$ cat config.mk
export PLATFORM = sky130hd
export DESIGN_NAME = csd_div_cell
export DESIGN_NICKNAME = d
export VERILOG_FILES = /design/src/hw/rtl/csd_pkg.sv /design/src/hw/rtl/csd_div_cell.sv
export SDC_FILE = /design/constraint.sdc
export NUM_CORES = 1
export LEC_CHECK = 0
export BUFFER_PORTS_ARGS = -buffer_cell sky130_fd_sc_hd__buf_2
export CAP_MARGIN = 10
export CORE_MARGIN = 2
export CORE_UTILIZATION = 40
export DETAILED_ROUTE_END_ITERATION = 7
export GPL_ROUTABILITY_DRIVEN = 0
export PLACE_DENSITY = 0.78
export SYNTH_ARGS = -nofsm -noshare
export SYNTH_HDL_FRONTEND = slang
export SYNTH_SLANG_ARGS = --single-unit
export TNS_END_PERCENT = 10
$ cat constraint.sdc
create_clock -name clk -period 6.7 [get_ports clk]
set_clock_uncertainty 0.05 [all_clocks]
set_input_delay 1.005 -clock clk [delete_from_list [all_inputs] [get_ports clk]]
set_output_delay 1.005 -clock clk [all_outputs]
set_load 0.1 [all_outputs]
$ cat src/hw/rtl/csd_pkg.sv
// csd_pkg: shared types, constants and helper functions of the concentric square-to-disk unit
// depends on nothing; used by every other file of the block
package csd_pkg;

  localparam int COORD_BITS   = 16;
  localparam int CORDIC_ITERS = 30;
  localparam int R_W          = COORD_BITS + 1;   // radius, up to 2^B
  localparam int REM_W        = COORD_BITS + 2;   // divider remainder, below 2*radius
  localparam int Q_W          = COORD_BITS + 1;   // ratio quotient, up to 2^B
  localparam int AB_W         = COORD_BITS + 2;   // signed a, b
  localparam int X_W          = 34;               // cordic x/y in q30
  localparam int Z_W          = 33;               // residual angle in q30
  localparam int SH_W         = 5;                // cordic shift amount
  localparam int PROD_W       = Q_W + 30;

  localparam logic [29:0] PI_QUARTER_Q30 = 30'd843314856;
  localparam logic [29:0] KINV_Q30       = 30'd652032874;

  typedef enum logic [1:0] {
    WEDGE_E,
    WEDGE_N,
    WEDGE_W,
    WEDGE_S
  } wedge_t;

  typedef struct packed {
    logic             valid;
    logic             last;
    wedge_t           wedge;
    logic             thneg;
    logic             zero;
    logic [R_W-1:0]   r;
    logic [REM_W-1:0] rem;
    logic [Q_W-1:0]   q;
  } div_beat_t;

  typedef struct packed {
    logic                    valid;
    logic                    last;
    wedge_t                  wedge;
    logic signed [X_W-1:0]   x;
    logic signed [X_W-1:0]   y;
    logic signed [Z_W-1:0]   z;
  } cor_beat_t;

  function automatic logic signed [Z_W-1:0] atan_q30(input int i);
    logic signed [Z_W-1:0] v;
    case (i)
      0:  v = 33'sd843314856;
      1:  v = 33'sd497837829;
      2:  v = 33'sd263043836;
      3:  v = 33'sd133525158;
      4:  v = 33'sd67021686;
      5:  v = 33'sd33543515;
      6:  v = 33'sd16775850;
      7:  v = 33'sd8388437;
      8:  v = 33'sd4194282;
      9:  v = 33'sd2097149;
      10: v = 33'sd1048575;
      11: v = 33'sd524287;
      12: v = 33'sd262143;
      13: v = 33'sd131071;
      14: v = 33'sd65535;
      15: v = 33'sd32767;
      16: v = 33'sd16383;
      17: v = 33'sd8191;
      18: v = 33'sd4095;
      19: v = 33'sd2047;
      20: v = 33'sd1023;
      21: v = 33'sd511;
      22: v = 33'sd255;
      23: v = 33'sd127;
      24: v = 33'sd63;
      25: v = 33'sd31;
      26: v = 33'sd15;
      27: v = 33'sd8;
      28: v = 33'sd4;
      29: v = 33'sd2;
      default: v = '0;
    endcase
    return v;
  endfunction

  // q30 coordinate in [-1,1] back to unsigned q0.B in [0,1], clamped
  function automatic logic [COORD_BITS-1:0] to_unit(input logic signed [X_W-1:0] v);
    logic signed [X_W:0] s;
    logic signed [X_W:0] o;
    logic [COORD_BITS-1:0] res;
    s = $signed({v[X_W-1], v}) + $signed((X_W+1)'(64'd1 << 30))
        + $signed((X_W+1)'(64'd1 << (30 - COORD_BITS)));
    o = s >>> (31 - COORD_BITS);
    if (s < 0) begin
      res = '0;
    end else if (o > $signed((X_W+1)'((64'd1 << COORD_BITS) - 1))) begin
      res = '1;
    end else begin
      res = o[COORD_BITS-1:0];
    end
    return res;
  endfunction

endpackage

$ cat src/hw/rtl/csd_div_cell.sv
// csd_div_cell: one restoring-division cell, one quotient bit per cell
// depends on csd_pkg (div_beat_t)
module csd_div_cell import csd_pkg::*; (
  input  logic      clk,
  input  logic      rst_n,
  input  logic      en,
  input  div_beat_t d_i,
  output div_beat_t d_o
);

  div_beat_t        beat_r;
  div_beat_t        beat_nxt;
  logic [REM_W-1:0] den;
  logic [REM_W-1:0] rest;
  logic             ge;

  always_comb begin
    den      = REM_W'(d_i.r);
    ge       = d_i.rem >= den;
    rest     = ge ? (d_i.rem - den) : d_i.rem;
    beat_nxt = d_i;
    beat_nxt.rem = {rest[REM_W-2:0], 1'b0};
    beat_nxt.q   = {d_i.q[Q_W-2:0], ge};
  end

  always_ff @(posedge clk) begin
    if (!rst_n) begin
      beat_r.valid <= 1'b0;
    end else if (en) begin
      beat_r <= beat_nxt;
    end
  end

  assign d_o = beat_r;

endmodule

Word level (Yosys, flattened, before mapping) --
Index checks and enable logic that the tools add are counted. Widths: inputs -> output; s select.
Cells by class: mux-type cells 1, order comparisons 1, add/subtract/negate cells 1, reductions and logical operators 1
Operators with widths (number):
- $ge 18x17->1 | 1
- $mux 17 | 1
- $sub 17x17->17 | 1
- $reduce_and 2->1 | 1
Word-level totals: output and inout bits 58, register bits 57, logic and storage cells 12

Logic depth before layout (Yosys ltp) --
depth in word-level cells 2, mapped depth 11, depth with buffers taken out 10

Least setup slack after synthesis --
OpenSTA, ideal clock, no wires.
kind in2reg, from in d_i[17] (netlist bit), to reg beat_r, in the netlist d_o[27], data pin, cell stages on the path 10, library setup time 0.266 ns, setup slack 3.617 ns, arrival 2.766 ns, path buffers 1, cell sequence inv_1 > ha_1 > inv_1 > fa_1 > a21oi_1 > or3_4 > a2111oi_4 > nor3_2 > clkbuf_1 > o21ai_1
Between the ends: cells in the longest elaborated chain, start to end 2
RTL lines:
- start: declaration | line csd_div_cell.sv:7 | input div_beat_t d_i,
- $sub 17x17->17 or $ge 18x17->1 (tied branches) | line csd_div_cell.sv:20, csd_div_cell.sv:19
- $mux 17 * | line csd_div_cell.sv:20 | rest = ge ? (d_i.rem - den) : d_i.rem;
- named net rest[9] | line csd_div_cell.sv:14 | logic [REM_W-1:0] rest;
- end signal: assignment | line csd_div_cell.sv:30 | beat_r <= beat_nxt;
- end: declaration | line csd_div_cell.sv:11 | div_beat_t beat_r;
Mark *: on every way through the listed nets, which the timed path passes. The rest lies on a longest branch. A chain may end at the register's enable or synchronous reset.

Worst setup path in the final report --
from in d_i[17] (netlist bit), to reg beat_r, in the netlist d_o[29], data pin
Same word-level chain as after synthesis.

==> impl_metrics.py <==
metrics = {
    "route": {
        "drt-initial-drc-count": 80,
        "drtAntennaViolNets": 0,
        "dr_total_vias": 2156,
        "drc": 0,
        "vias_per_cell": 4.76,
        "wl_per_cell_um": 13.2,
        "drt_pass1_iterations": 4,
        "finalWirelength_mm": 5.97,
    },
    "sta": {
        "rsz0062_at_grt": "false",
        "setup_violations": 0,
        "max_freq_mhz": 302,
        "fin_setup_tns_ns": 0,
        "worstMarginPinSlew_ns": 0.693,
        "min_period_ns": 3.31,
        "hold_violations": 0,
        "finalCritPeriodShare": 0.495,
        "max_slew_margin": 0.538,
        "drv_slew": 0,
    },
    "die": {
        "die_y_um": 88.3,
        "num_io_pins": 119,
        "start_util": 0.416,
        "chipWidth_um": 88.3,
        "die_area_um2": 7790,
        "core_um2": 6830,
        "rows": 30,
    },
    "critical_path": {
        "crit_top_cell": "inv_1",
        "cp_slowest_cell": "nor3_4",
        "path_class": "in -> reg",
        "slowest_delay_ns": 0.49,
        "cp_max_fo": 21,
        "cp-start-kind": "primary input",
        "worstPathArrival_ns": 3.33,
        "path_cells": "buf_2, inv_1, ha_1, inv_1, fa_1, a21oi_1, or3_4, a2111oi_4, nor3_4, buf_4, o31ai_1",
        "end_kind": "register",
        "path_buf_inv": 4,
        "required_ns": 6.72,
        "critPathTopFamily": "simple AND/OR/NAND/NOR gates",
    },
    "synth": {
        "synth_area_leader_cell": "edfxtp_1",
        "ys_warn_count": 0,
        "ys_seq_area_frac": 0.599,
        "ys_seq_elements": 57,
        "avgSynthCellArea_um2": 12.5,
        "syn-cell-area_um2": 2840,
        "synthArstFlopShare": 0,
        "syn_nets": 306,
        "synth_flop_cell": "edfxtp_1",
        "synth-edff-count": 56,
        "yosysUniqueCellTypes": 46,
        "netlist_top_cells_area": "edfxtp_1, ha_1, inv_1",
        "syn_inst": 227,
        "synthDominantCellAreaShare": 0.592,
    },
    "clocking": {
        "cts-root-buf": "clkbuf_8",
        "clk_pin_slew_worst_paths_ns": 0.06,
        "htreeDepth": 3,
        "insertion_delay_ns": 0.32,
        "post-cts-setup-buffers": 0,
        "clock-sinks": 57,
        "cts_made_buffers": 9,
        "postCtsHoldBufs": 0,
        "clockBufferDepth": 2,
        "cts_tree": "yes",
        "ctsResizeCount": 0,
    },
    "power_and_ir_drop": {
        "pwr-share-comb": 0.336,
        "p_per_area_nw_per_um2": 284,
        "p_int_mw": 0.632,
        "clkPwrFrac": 0.252,
        "switchingPower_mw": 0.417,
        "pwr-share-seq": 0.412,
        "power.total_mw": 1.05,
        "vdd_ir_drop_max_v": 0.0000980,
        "p_leak_nw": 1.62,
        "switching_share": 0.398,
    },
    "layout": {
        "largest_reg_flops": 57,
        "final.fill_count": 643,
        "fin_nets": 431,
        "n_antenna_cell": 0,
        "stdcell_count": 453,
        "drive_gt1_frac": 0.406,
        "syn_to_final_growth_pct": 30.2,
    },
    "global_routing": {
        "antenna_found_initial": 0,
        "grt_max_degree": 57,
        "grt.total_usage": 0.155,
        "grt.overflow.total": 0,
        "grt_pass1_vias": 2119,
        "grt_pass1_wl_mm": 9.16,
    },
    "placed_design": {
        "place.port_buffers": 116,
        "dpl.cell_count": 437,
        "dp_hpwl_mm": 4.51,
    },
    "flow_run": {
        "drv_cap": 0,
    },
    "run_status": {
        "status": "completed",
    },
    "min_path": {
        "holdCritPathClass": "reg -> reg",
    },
}
area by class of cell:
| type | instances | area, um^2 | share of cell area |
|---|---|---|---|
| sequential | 57 | 1700 | 0.460 |
| timing repair buffer | 118 | 596 | 0.161 |
| multi-input combinational | 143 | 1030 | 0.279 |
| inverter | 23 | 86.3 | 0.0233 |
| tap | 96 | 120 | 0.0325 |
| clock buffer | 10 | 128 | 0.0345 |
| clock inverter | 6 | 35.0 | 0.00947 |
through the flow:
step           setup slack (ns)  utilization  cell area (um^2)  hold slack [ns]
2_1_floorplan              3.62            -              2840            0.931
3_3_place_gp               3.10        0.518              3540            0.442
3_5_place_dp               3.04        0.518              3540            0.463
4_1_cts                    3.38        0.542              3700            0.478
5_1_grt                    3.20        0.542              3700            0.520
6_report                   3.39        0.542              3700            0.476
layer usage:
metal / share of wire / routed length, um / GRT usage
met4: 0.0094 / 56 / 0.0579
met3: 0.097 / 577 / 0.0560
met2: 0.49 / 2910 / 0.267
met5: 0 / 0 / 0
met1: 0.41 / 2430 / 0.178
cells in the final DEF, fill, tap and decap left out, types with 8 or more instances in the layout:
cell / instances
inv_1: 23
ha_1: 17
a21oi_1: 13
edfxtp_1: 56
o21ai_1: 12
o21ai_0: 8
clkbuf_8: 9
buf_2: 116
nand2_1: 23
cell families after synthesis:
kind of cell,after synthesis,share of synthesized area
adders and majority gates,18,0.0819
other,1,0.00132
DFF,57,0.599
xor gates and xnor gates,10,0.0308
AOI/OAI and AO/OA,59,0.144
buffers and inverters,27,0.0401
and+or+nand+nor,52,0.0916
muxes,3,0.0110
synthesized netlist by cell type (2+ instances only):
cell type / number
a211oi_1: 3
a21boi_0: 2
a21o_1: 6
a21oi_1: 13
and2_1: 2
edfxtp_1: 56
ha_1: 17
inv_1: 23
mux2i_1: 2
nand2_1: 23
nand2b_1: 3
nand3_1: 2
nor2_1: 6
nor2b_1: 3
nor3_1: 4
o21a_1: 2
o21ai_0: 8
o21ai_1: 12
o31ai_1: 2
o31ai_2: 2
or3_1: 3
xnor2_1: 5
xor2_1: 5
power groups by stage:
| stage | sequential [mW] | clock, mW | combinational, mW |
|---|---|---|---|
| after floorplan | 0.639 | 0 | 0.0940 |
| after global placement | 0.440 | 0 | 0.350 |
| after detailed placement | 0.441 | 0 | 0.353 |
| after CTS | 0.433 | 0.277 | 0.355 |
| after global routing | 0.436 | 0.291 | 0.374 |
| final | 0.433 | 0.264 | 0.353 |
worst min-delay path: cells and delay by family (launching register included):
family	cells	cell delay (ns)
and+or+nand+nor	1	0.06
DFF	1	0.31
muxes	1	0.11
path summary, 6_finish.rpt:
path                            startpoint      end  slack [ns]  cells past startpoint
worst max-delay path               d_i[17]  d_o[29]        3.39                     11
worst min-delay path               d_o[57]  d_o[57]        0.48                      2
worst max register to register     d_o[57]  d_o[57]        6.06                      2
worst min register to register     d_o[57]  d_o[57]        0.48                      2
Note: power is estimated with default switching activity, not from simulation.
