[src/hw/rtl/csd_pkg.sv]
// csd_pkg: shared types, constants and helper functions of the concentric square-to-disk unit
// depends on nothing; used by every other file of the block
package csd_pkg;

  localparam int COORD_BITS   = 16;
  localparam int CORDIC_ITERS = 30;
  localparam int R_W          = COORD_BITS + 1;   // radius, up to 2^B
  localparam int REM_W        = COORD_BITS + 2;   // divider remainder, below 2*radius
  localparam int Q_W          = COORD_BITS + 1;   // ratio quotient, up to 2^B
  localparam int AB_W         = COORD_BITS + 2;   // signed a, b
  localparam int X_W          = 34;               // cordic x/y in q30
  localparam int Z_W          = 33;               // residual angle in q30
  localparam int SH_W         = 5;                // cordic shift amount
  localparam int PROD_W       = Q_W + 30;

  localparam logic [29:0] PI_QUARTER_Q30 = 30'd843314856;
  localparam logic [29:0] KINV_Q30       = 30'd652032874;

  typedef enum logic [1:0] {
    WEDGE_E,
    WEDGE_N,
    WEDGE_W,
    WEDGE_S
  } wedge_t;

  typedef struct packed {
    logic             valid;
    logic             last;
    wedge_t           wedge;
    logic             thneg;
    logic             zero;
    logic [R_W-1:0]   r;
    logic [REM_W-1:0] rem;
    logic [Q_W-1:0]   q;
  } div_beat_t;

  typedef struct packed {
    logic                    valid;
    logic                    last;
    wedge_t                  wedge;
    logic signed [X_W-1:0]   x;
    logic signed [X_W-1:0]   y;
    logic signed [Z_W-1:0]   z;
  } cor_beat_t;

  function automatic logic signed [Z_W-1:0] atan_q30(input int i);
    logic signed [Z_W-1:0] v;
    case (i)
      0:  v = 33'sd843314856;
      1:  v = 33'sd497837829;
      2:  v = 33'sd263043836;
      3:  v = 33'sd133525158;
      4:  v = 33'sd67021686;
      5:  v = 33'sd33543515;
      6:  v = 33'sd16775850;
      7:  v = 33'sd8388437;
      8:  v = 33'sd4194282;
      9:  v = 33'sd2097149;
      10: v = 33'sd1048575;
      11: v = 33'sd524287;
      12: v = 33'sd262143;
      13: v = 33'sd131071;
      14: v = 33'sd65535;
      15: v = 33'sd32767;
      16: v = 33'sd16383;
      17: v = 33'sd8191;
      18: v = 33'sd4095;
      19: v = 33'sd2047;
      20: v = 33'sd1023;
      21: v = 33'sd511;
      22: v = 33'sd255;
      23: v = 33'sd127;
      24: v = 33'sd63;
      25: v = 33'sd31;
      26: v = 33'sd15;
      27: v = 33'sd8;
      28: v = 33'sd4;
      29: v = 33'sd2;
      default: v = '0;
    endcase
    return v;
  endfunction

  // q30 coordinate in [-1,1] back to unsigned q0.B in [0,1], clamped
  function automatic logic [COORD_BITS-1:0] to_unit(input logic signed [X_W-1:0] v);
    logic signed [X_W:0] s;
    logic signed [X_W:0] o;
    logic [COORD_BITS-1:0] res;
    s = $signed({v[X_W-1], v}) + $signed((X_W+1)'(64'd1 << 30))
        + $signed((X_W+1)'(64'd1 << (30 - COORD_BITS)));
    o = s >>> (31 - COORD_BITS);
    if (s < 0) begin
      res = '0;
    end else if (o > $signed((X_W+1)'((64'd1 << COORD_BITS) - 1))) begin
      res = '1;
    end else begin
      res = o[COORD_BITS-1:0];
    end
    return res;
  endfunction

endpackage

[src/hw/rtl/csd_cordic_cell.sv]
// csd_cordic_cell: one cordic rotation micro-step with floor shifts
// depends on csd_pkg (cor_beat_t)
module csd_cordic_cell import csd_pkg::*; (
  input  logic                  clk,
  input  logic                  rst_n,
  input  logic                  en,
  input  logic [SH_W-1:0]       shift,
  input  logic signed [Z_W-1:0] angle,
  input  cor_beat_t             c_i,
  output cor_beat_t             c_o
);

  cor_beat_t             beat_r;
  cor_beat_t             beat_nxt;
  logic signed [X_W-1:0] dx;
  logic signed [X_W-1:0] dy;

  always_comb begin
    dx       = c_i.y >>> shift;
    dy       = c_i.x >>> shift;
    beat_nxt = c_i;
    if (!c_i.z[Z_W-1]) begin
      beat_nxt.x = c_i.x - dx;
      beat_nxt.y = c_i.y + dy;
      beat_nxt.z = c_i.z - angle;
    end else begin
      beat_nxt.x = c_i.x + dx;
      beat_nxt.y = c_i.y - dy;
      beat_nxt.z = c_i.z + angle;
    end
  end

  always_ff @(posedge clk) begin
    if (!rst_n) begin
      beat_r.valid <= 1'b0;
    end else if (en) begin
      beat_r <= beat_nxt;
    end
  end

  assign c_o = beat_r;

endmodule

[config.mk]
export PLATFORM = sky130hd
export DESIGN_NAME = csd_cordic_cell
export DESIGN_NICKNAME = d
export VERILOG_FILES = /design/src/hw/rtl/csd_pkg.sv /design/src/hw/rtl/csd_cordic_cell.sv
export SDC_FILE = /design/constraint.sdc
export NUM_CORES = 1
export LEC_CHECK = 0
export ABC_AREA = 1
export BUFFER_PORTS_ARGS = -buffer_cell sky130_fd_sc_hd__buf_2
export CAP_MARGIN = 20
export CORE_MARGIN = 2
export CORE_UTILIZATION = 35
export DETAILED_ROUTE_END_ITERATION = 7
export GPL_TIMING_DRIVEN = 0
export PLACE_DENSITY = 0.63
export SLEW_MARGIN = 5
export SYNTH_ARGS = -nofsm -noshare
export SYNTH_HDL_FRONTEND = slang
export SYNTH_SLANG_ARGS = --single-unit
[constraint.sdc]
create_clock -name clk -period 6.25 [get_ports clk]
set_clock_uncertainty 0.15 [all_clocks]
set_input_delay 0.9375 -clock clk [delete_from_list [all_inputs] [get_ports clk]]
set_output_delay 0.9375 -clock clk [all_outputs]
set_load 0.05 [all_outputs]
---- After elaboration in Yosys (flattened, before gate mapping) ----
Cells that the tools add are included.
storage, ports and cells
  register bits ........................... 105
  logic and storage cells ................. 16
  output and inout bits ................... 105
  input bits .............................. 146
cells by class
  add/sub/neg operators ................... 6
  mux-type cells .......................... 1
  shifts and indexed selects .............. 2
  reduce and logical (&&, ||, !) cells .... 1
operators with widths
  kind                                            number
  101-bit two-way mux                             1
  34-bit adder                                    2
  34-bit by 5-bit >>> shifter with 34-bit output  2
  34-bit subtractor                               2
  33-bit adder                                    1
  33-bit subtractor                               1
  2-bit AND reduction                             1

---- Depth between registers and ports, before layout ----
Gate-level depths: netlist of run 1.
  depth after elaboration ................. 3
  depth in mapped cells ................... 36
  depth with buffers taken out ............ 34

---- Worst setup path before layout of run 1 ----
OpenSTA, ideal clock, no wires.
  path type ............................... in2reg
  start ................................... input port shift[0]
  end ..................................... register beat_r (netlist bit c_o[91]), data pin
  setup time .............................. 265 ps
  required time ........................... 5835 ps
  path slack .............................. 1556 ps
  cell stages on the path ................. 26
  arrival time ............................ 4279 ps
  path through ............................ buf_6 > inv_2 > buf_6 > buf_2 > nand2_1 > nand3_1 > nand3_1 > nand3_1 > o21ai_1 > nand2_1 > nand2_1 > ha_1 > nand2_1 > o21ai_0 > fa_1 > nand3_1 > nand2_1 > a21oi_1 > o21ai_0 > a21boi_0 > inv_1 > nand2_1 > nand2_1 > a21boi_0 > o21ai_0 > xor2_1
RTL lines
  item                  RTL line               text
  from (decl)           csd_cordic_cell.sv:7   input logic [SH_W-1:0] shift,
  to (signal assigned)  csd_cordic_cell.sv:37  beat_r <= beat_nxt;
  to (decl)             csd_cordic_cell.sv:13  cor_beat_t beat_r;

==> results of run 1 <==
kinds of logic after synthesis:
kind of cell	after synthesis	synth area share, %
flip-flops	105	20.8
buffers and inverters	328	9.00
AND/OR/NAND/NOR	1399	41.6
adder cells (fa/ha/maj)	104	8.74
XOR/XNOR	167	9.66
AO/OA/AOI/OAI	269	10.2
cells in the mapped netlist, drive strengths merged, types with 18 or more instances:
cell	instances	area share, %
ha	101	8.3
xnor2	46	2.7
edfxtp	104	21
nor2	180	5.1
o21ai	86	3.1
a31oi	31	1.3
clkbuf	23	0.57
nand4	23	0.95
inv	241	6.0
xor2	121	7.0
nand3	454	16
buf	62	2.4
nor3	18	0.60
nand2	712	19
a21oi	105	3.5
metal layers:
metal / part of all wire, % / routed length (um) / track usage [%]
met5: 0 / 0 / 0
met4: 4.1 / 2920 / 12.7
met3: 8.3 / 5900 / 5.91
met2: 43 / 30500 / 48.5
met1: 44 / 31300 / 41.8
how the worst max path moves through the flow:
stage	to	slack [ps]
2_1_floorplan	c_o[91]	1560
6_report	c_o[91]	260
4_1_cts	c_o[24]	190
3_3_place_gp	c_o[24]	-250
3_5_place_dp	c_o[24]	-240
5_1_grt	c_o[91]	9
metrics by stage:
step / cell area, um2 / TNS (ps) / std cells / setup slack (ps)
after floorplan: 15100 / 0 / 2372 / 1560
after global placement: 17100 / -522 / 3202 / -246
after detailed placement: 17100 / -664 / 3203 / -242
after CTS: 17400 / 0 / 3219 / 195
after global routing: 17400 / 0 / 3220 / 9.48
final: 17400 / 0 / 3221 / 258
final cells by class:
cell class,instances,area share [%]
antenna,1,0.0143
sequential,105,18.0
tap,585,4.20
clock buffer,10,1.31
inverter,243,5.24
multi-input combinational,1939,61.0
timing repair buffer,247,7.27
buffer,85,2.63
clock inverter,6,0.337
report_power, final:
group	switching, mW	internal [mW]	total, mW
clock	0.300	0.308	0.608
sequential	0.0286	0.965	0.993
combinational	1.68	0.700	2.38
total	2.01	1.97	3.98
critical path, cell delays in order:
cell and delay [ps]:
buf_2 80, buf_2 270, buf_2 440, nand3_1 160
nand3_1 150, nand3_1 100, o21ai_1 170, nand2_1 160
nand2_1 260, ha_1 270, nand2_1 60, o21ai_0 190
fa_1 500, nand3_1 90, nand2_1 90, a21oi_1 220
o21ai_0 200, a21boi_0 570, inv_1 90, nand2_1 80
nand2_1 80, a21boi_0 390, o21ai_0 210, xor2_1 180
cell usage in the layout, fill, tap and decap left out, types with 4 or more instances in the layout:
cell type	count
o21ai_2	6
a21boi_0	10
nand3_1	434
o21ai_1	16
nor3_1	18
edfxtp_1	104
clkinv_1	4
o21a_1	8
nor2_2	17
nor2_1	156
a31oi_1	31
o21ai_0	63
nor2_4	6
a21oi_1	105
nand3_2	20
nand2_1	663
nand2_4	4
xor2_1	121
ha_1	101
inv_2	19
nand4_1	23
clkbuf_16	9
buf_2	281
a211oi_1	4
buf_1	13
a21o_1	11
inv_1	221
nand3b_1	6
clkbuf_1	22
xnor2_1	46
buf_6	6
o31ai_1	4
nand2_2	45
repair_timing:
item                       in CTS  in global routing
resized for setup               0                 10
setup endpoints to repair       0                  4
buffers inserted                0                  0
==> metrics.txt, run 1 <==
status finished, final reports clean; Clock Latency Late Sink 400 ps; routed via count 17.7k; Post-synth ARST share 0%; Reg-to-Reg Start c_o[104]; detailed placement HPWL 57,600 um; total power 3.98 mW; max cap viols 0; CTS hold repair buffers 0; part of the Yosys area used for sequential elements 20.8%; Num CTS Buffers 9; Fillers 4,683; H-tree levels 3; Port Buffers 245; Mapped Cells 2,372; first-pass GRT wire length 102,000 um; number of synthesized flops with an enable pin 104; Clock Path Buffers 2; Main synth FF type edfxtp_1; RSZ-0062 raised after global routing no; HP Class register to register; Routed wire per std cell 21.9 um; Initial Util 35.3%; Yosys cell types 47; Final Cycle Share 95.9%; GRT overflow 0; core area 42,900 um2; Mean Syn Cell Area 6.38 um2; Die X 212 um; area of the multi-input gates 10,600 um2; max reg flops 105; CP Data Required Time 6240 ps; hold endpoint c_o[104]; CP Capture Type register; DIE AREA 44,900 um2; number of global-route vias before repair 16.7k; Synth Net Count 2,622; Leakage 8.82 nW; pwr dens 228 nW/um2; Slew Viols, Final 0; largest net degree at the start of global routing 62; clock slew at the register clock pins of the worst setup and hold paths 80 ps; Synthesis Warnings 0; root buffer cell clkbuf_16; Syn Std Cell Area 15,100 um2; Hold Worst Slack 411 ps; kind of critical path input pin to register; R2R depth 2; R2R Path End c_o[104]; worst rel slew slack 24.8%; Setup Viol. Count Final 0; Clock Sinks 105; Fin. Hold Viols 0; max frequency 0.167 GHz; total track usage 31.0%; min-delay src c_o[104]; DR iter-0 viols 1,768; antenna violations before repair 0; final RePlAce weighted congestion 1.03; WL final 70,700 um; synthesized flop and latch total 105; post-route ant nets 0; die height 212 um; FP Rows 76; Hold Path Stages 2; boundary pin count 251; Initial DRT Pass Iterations 6; Peak VDD IR 0.124 mV; Layout Area Growth over Synthesis 15.2%; share of layout cells above drive strength 1 16.6%; CTS tree built; Remaining DRCs 0; Tmin final 5990 ps; crit path from shift[1]; Arr. time, crit path 5980 ps; Vias/cell 5.48; Least-Margin Pin Slew 1130 ps; Worst setup SP type input pin; post-layout util 40.7%; crit-path max FO 10; Nets 2,880; setup slack, reg-to-reg 5460 ps; sequential cell area 3140 um2
Note: power is estimated with default switching activity, not from simulation.
==> run 2: changes to the inputs <==
--- a/config.mk
+++ b/config.mk
@@ -7,12 +7,13 @@
 export LEC_CHECK = 0
 export ABC_AREA = 1
 export BUFFER_PORTS_ARGS = -buffer_cell sky130_fd_sc_hd__buf_2
-export CAP_MARGIN = 20
+export CORE_ASPECT_RATIO = 0.6
 export CORE_MARGIN = 2
 export CORE_UTILIZATION = 35
 export DETAILED_ROUTE_END_ITERATION = 7
 export GPL_TIMING_DRIVEN = 0
 export PLACE_DENSITY = 0.63
+export RECOVER_POWER = 100
 export SLEW_MARGIN = 5
 export SYNTH_ARGS = -nofsm -noshare
 export SYNTH_HDL_FRONTEND = slang
==> run 2 against run 1 <==
Net effect: the flow now finishes with violations (capacitance limit, slew limit); sequential cell count stayed put; worst setup slack worse by 46 ps; clock-buffer cell count is 1 lower; final cell count is 0.53% lower; register-to-register slack hardly changed; hold slack worse by 3.8 ps; clock power is 4.1% higher; largest power group unchanged.
==> metrics.txt, run 2 (synthesis gave the netlist of run 1 again) <==
antenna cells 0 (-1); Peak VDD IR 0.144 mV (+16%); RSZ-0062 raised after global routing no; Port Buffers 245 (unchanged); switch share 52.4% (+1.9 points); Remaining DRCs 0 (unchanged); switching pwr 2.11 mW (+5.0%); R2R depth 2 (unchanged); Leakage 8.51 nW (-3.5%); Clock Sinks 105 (unchanged); leading cell types in the layout, fill and taps excluded nand2_1 (663), nand3_1 (434), inv_1 (221), buf_2 (176), nor2_1 (156); CTS tree built; status complete, but fails checks; Clock Path Buffers 2 (unchanged); max cap viols 2 (+2); cts repair resizes 0 (unchanged); Hold Path Stages 2 (unchanged); final non-filler cell total 3,204 (-0.53%); total track usage 32.1% (+1.1 points); Slew Viols, Final 107 (+107); core area 42,300 um2 (-1.3%); Fillers 4,665 (-0.38%); crit-path max FO 10 (unchanged); Clock Latency Late Sink 400 ps (about the same); power share of the combinational group 59.6% (-0.2 points); pwr dens 233 nW/um2 (+2.2%); worst rel slew slack -42.1% (-67 points); boundary pin count 251 (unchanged); Initial Util 35.8% (+0.48 points); max reg flops 105 (unchanged); post-route ant nets 0 (unchanged); post-layout util 40.8% (+0.11 points); CTS hold repair buffers 0 (unchanged); Arr. time, crit path 6020 ps (+40 ps); routed via count 17.8k (+0.97%); Num CTS Buffers 9 (unchanged); Pint 1.92 mW (-2.8%); min-delay src c_o[104]; Worst setup SP type input pin; Nets 2,879 (-0.035%); number of global-route vias before repair 16.0k (-4.1%); setup bufs post-CTS 0 (unchanged); failing checks capacitance limit, slew limit; placed instance area 17,100 um2 (-0.11%); # placed instances 3,188 (-0.47%); part of the power in registers 24.7% (-0.2 points); WL final 73,800 um (+4.5%); Vias/cell 5.56 (+1.5%); total power 4.03 mW (+1.1%); CP Capture Type register; HP Class register to register; Fin. Hold Viols 0 (unchanged); max frequency 0.166 GHz (-0.77%); largest net degree at the start of global routing 60 (-3.2%); Reg-to-Reg Start c_o[104]; Final Cycle Share 96.6% (+0.74 points); root buffer cell clkbuf_16; PnR worst setup slack 211 ps (-46.2 ps); Tmin final 6040 ps (+46.2 ps); FP Rows 58 (-24%); GRT overflow 0 (unchanged); clock share of power 15.7% (+0.4 points); antenna violations before repair 1 (+1); die height 165 um (-22%); Initial DRT Pass Iterations 7 (+1); CP Data Required Time 6240 ps (about the same); crit path from shift[1]; share of layout cells above drive strength 1 12.6% (-4.0 points); Critical Path Sink c_o[57]; Die X 273 um (+29%); most common cell after layout, fill and taps aside nand2_1; Least-Margin Pin Slew 2120 ps (+991 ps); setup slack, reg-to-reg 5460 ps (about the same); Layout Area Growth over Synthesis 14.0%; fin area 17,300 um2 (-1.1%); Routed wire per std cell 23.0 um (+5.0%); first-pass GRT wire length 105,000 um (+2.3%); dpl ws -230 ps (+11.5 ps); detailed placement HPWL 61,500 um (+6.9%); DR iter-0 viols 2,302 (+30%); R2R Path End c_o[104]; final RePlAce weighted congestion 1.07 (+4.1%); clock slew at the register clock pins of the worst setup and hold paths 90 ps (about the same); H-tree levels 3 (unchanged); DIE AREA 45,000 um2 (+0.12%); kind of critical path input pin to register; Setup Viol. Count Final 0 (unchanged)
==> run 2: cell types whose count changed in the layout (fill, tap and decap cells not counted), sizes merged <==
cell,before,now
clkinv,6,5
buf,307,198
inv,241,243
clkbuf,35,142
bufinv,1,0
clkinvlp,1,2
diode,1,0
==> run 2: power groups by stage <==
stage	sequential, mW	clock [mW]	combinational (mW)
2_1_floorplan	1.39	0	1.30
3_3_place_gp	1.01	0	2.36
3_5_place_dp	1.00	0	2.36
4_1_cts	0.991	0.653	2.38
5_1_grt	1.01	0.662	2.59
6_report	0.995	0.633	2.40
==> run 2: worst min path at each step <==
stage	to	slack, ps
3_3_place_gp	c_o[104]	360
5_1_grt	c_o[104]	460
6_report	c_o[104]	410
3_5_place_dp	c_o[104]	400
4_1_cts	c_o[104]	410
2_1_floorplan	c_o[104]	600
==> run 2: through the flow <==
step / hold slack (ps) / setup TNS [ps]
after floorplan: 603 / 0
final: 407 / 0
after global placement: 361 / -487
after global routing: 461 / 0
after CTS: 411 / 0
after detailed placement: 398 / -506
==> run 2: critical path, cell delays in order <==
cell      delay (ps)
buf_2            100
inv_1             70
buf_4            220
buf_2            420
nand3_1          170
nand3_1          150
nand3_1          310
nand2_1          210
o21ai_1          140
nor2_2           170
nand2_1          100
nor2_4           200
nand2_1          100
nand2_1          100
xor2_1           240
ha_1             340
a21oi_1          150
inv_1             70
a31oi_1          140
a21boi_0         590
inv_1             90
nand2_1           80
nand2_1           90
a21boi_0         410
o21ai_0          230
xor2_1           180
==> run 2: per-layer routing <==
layer  global-route usage [%]  wire length (um)
met3                     14.2             10700
met2                     41.2             26800
met5                        0                 0
met4                     6.52              1100
met1                     48.0             35300
==> run 2: area by class of cell <==
cell class	instances	area, um2	share of cell area, %
repair buffers	246	1100	6.36
clock inverters	7	70.1	0.406
multi-input cells	1939	10600	61.7
flip-flops and latches	105	3140	18.2
plain buffers	85	453	2.63
clock buffers	9	225	1.31
inverters	243	913	5.29
well taps	570	713	4.13
==> run 3: changes to the inputs <==
--- a/config.mk
+++ b/config.mk
@@ -9,10 +9,11 @@
 export BUFFER_PORTS_ARGS = -buffer_cell sky130_fd_sc_hd__buf_2
 export CORE_ASPECT_RATIO = 0.6
 export CORE_MARGIN = 2
-export CORE_UTILIZATION = 35
+export CORE_UTILIZATION = 30
+export CTS_BUF_LIST = sky130_fd_sc_hd__clkbuf_16
 export DETAILED_ROUTE_END_ITERATION = 7
 export GPL_TIMING_DRIVEN = 0
-export PLACE_DENSITY = 0.63
+export PLACE_DENSITY = 0.57
 export RECOVER_POWER = 100
 export SLEW_MARGIN = 5
 export SYNTH_ARGS = -nofsm -noshare
==> constraint.sdc (replaced) <==
create_clock -name clk -period 6.1 [get_ports clk]
set_clock_uncertainty 0.15 [all_clocks]
set_input_delay 0.915 -clock clk [delete_from_list [all_inputs] [get_ports clk]]
set_output_delay 0.915 -clock clk [all_outputs]
set_load 0.05 [all_outputs]
==> run 3 against run 2 <==
Net effect: hold slack got worse by 0.53 ps; combinational power increased by 3%; critical endpoint is now c_o[66]; the run ends with DRC, capacitance limit, slew limit left; critical path depth increased by 3; first-iteration DRC count decreased by 16%.
==> metrics.txt, run 3 (synthesis gave the netlist of run 1 again) <==
share of layout cells above drive strength 1 12.8% (+0.11 points); Clock Path Buffers 2 (unchanged); Layout Area Growth over Synthesis 14.6%; placed instance area 17,200 um2 (+0.60%); Least-Margin Pin Slew 2420 ps (+305 ps); Tmin final 5970 ps; kind of critical path input pin to register; Hold Path Stages 2 (unchanged); Worst setup SP type input pin; CP Capture Type register; M2 GR Usage 37.5% (-3.7 points); max cap viols 1 (-1); CP most frequent cell nand2_1; CTS tree built; status complete, but fails checks; first-pass GRT wire length 108,000 um (+3.2%); WL final 76,300 um (+3.3%); max frequency 0.167 GHz; final RePlAce weighted congestion 1.08 (+1.2%); dpl ws -445 ps (-215 ps); core area 49,600 um2 (+17%); Arr. time, crit path 5980 ps (-40 ps); min-delay src c_o[104]; clock slew at the register clock pins of the worst setup and hold paths 90 ps (about the same); slowest CP cell clkbuf_1; M3 GR Usage 13.9% (-0.31 points); post-route ant nets 0 (unchanged); crit-path max FO 10 (unchanged); max incr delay on CP 750 ps (+160 ps); FP Rows 63 (+8.6%); setup bufs post-CTS 0 (unchanged); worst rel slew slack -62.5% (-20 points); Hold Worst Slack 407 ps (-0.529 ps); largest net degree at the start of global routing 56 (-6.7%); Initial Util 30.5% (-5.2 points); number of global-route vias before repair 16.4k (+2.2%); Clock Sinks 105 (unchanged); fin area 17,400 um2 (+0.60%); Leakage 8.52 nW (+0.13%); CP Data Required Time 6100 ps (-140 ps); most common cell after layout, fill and taps aside nand2_1; routed via count 17.7k (-0.62%); total track usage 28.7% (-3.4 points); Peak VDD IR 0.151 mV (+4.4%); hold endpoint c_o[104]; Setup Viol. Count Final 0 (unchanged); die height 178 um (+7.8%); setup slack, reg-to-reg 5320 ps (-140 ps); Reg-to-Reg Start c_o[104]; Vias/cell 5.39 (-3.0%); DR iter-0 viols 1,938 (-16%); H-tree levels 3 (unchanged); max reg flops 105 (unchanged); Remaining DRCs 4 (+4); Initial DRT Pass Iterations 8 (+1); detailed placement HPWL 63,500 um (+3.1%); DIE AREA 52,300 um2 (+16%); antenna violations before repair 2 (+1); CTS hold repair buffers 0 (unchanged); HP Class register to register; Clock Latency Late Sink 420 ps (+20 ps); Final Cycle Share 97.9%; Nets 2,879 (unchanged); most used routing layer met1; antenna cells 0 (unchanged); R2R depth 2 (unchanged); Fin. Hold Viols 0 (unchanged); pwr dens 238 nW/um2 (+1.7%); GRT overflow 0 (unchanged); Routed wire per std cell 23.2 um (+0.80%); Slew Viols, Final 51 (-52%); PnR worst setup slack 126 ps (-85.7 ps); leading cell types in the layout, fill and taps excluded nand2_1 (663), nand3_1 (434), inv_1 (221), buf_2 (176), nor2_1 (156); root buffer cell clkbuf_16; crit path from shift[3]; RSZ-0062 raised after global routing yes; Num CTS Buffers 9 (unchanged); Die X 294 um (+7.9%); R2R Path End c_o[104]; met1 Usage GRT 41.6% (-6.3 points); boundary pin count 251 (unchanged); failing checks DRC, capacitance limit, slew limit; Port Buffers 245 (unchanged)
run 3: what timing repair did:
| item | 4_1_cts | 5_1_grt |
|---|---|---|
| setup endpoints to repair | 1 | 8 |
| gates resized for setup | 1 | 14 |
| hold endpoints to repair | 0 | 0 |
run 3: worst max-delay path: cells and delay by family:
family | cells | cell delay (ps)
and+or+nand+nor | 17 | 2320
buffers and inverters | 6 | 1170
AOI/OAI and AO/OA | 4 | 900
adders and majority gates | 2 | 640
run 3: area by class of cell:
type,instances,area (um2)
Tap cell,650,813
Timing Repair Buffer,246,1100
Multi-Input combinational cell,1939,10600
Buffer,85,455
Sequential cell,105,3140
Clock buffer,9,225
Fill cell,5535,32200
Clock inverter,7,71.3
Inverter,243,913
run 3: worst max path at each step:
stage,end,cells after the start
4_1_cts,c_o[66],27
3_3_place_gp,c_o[66],27
5_1_grt,c_o[66],29
3_5_place_dp,c_o[91],18
6_report,c_o[66],29
2_1_floorplan,c_o[91],26
run 3: per-stage QoR:
stage | TNS [ps] | utilization [%] | instances | power, mW
global route | -164 | 35.0 | 3284 | 4.39
detailed placement | -1950 | 34.7 | 3268 | 3.47
global placement | -1750 | 34.6 | 3267 | 3.47
floorplan | 0 | - | 2372 | 2.76
CTS | 0 | 35.3 | 3284 | 4.14
finish | 0 | 35.0 | 3284 | 4.12
run 3: layer usage:
layer  vias up  routed length, um
met5         -                 65
met4         6               1200
met3        83              10900
met2       909              28100
met1      8276              36000
li1       8441                  -
run 3: power breakdown:
part	internal [mW]	switching, mW
registers	0.991	0.0326
clock network	0.291	0.351
logic	0.685	1.77
total	1.97	2.16
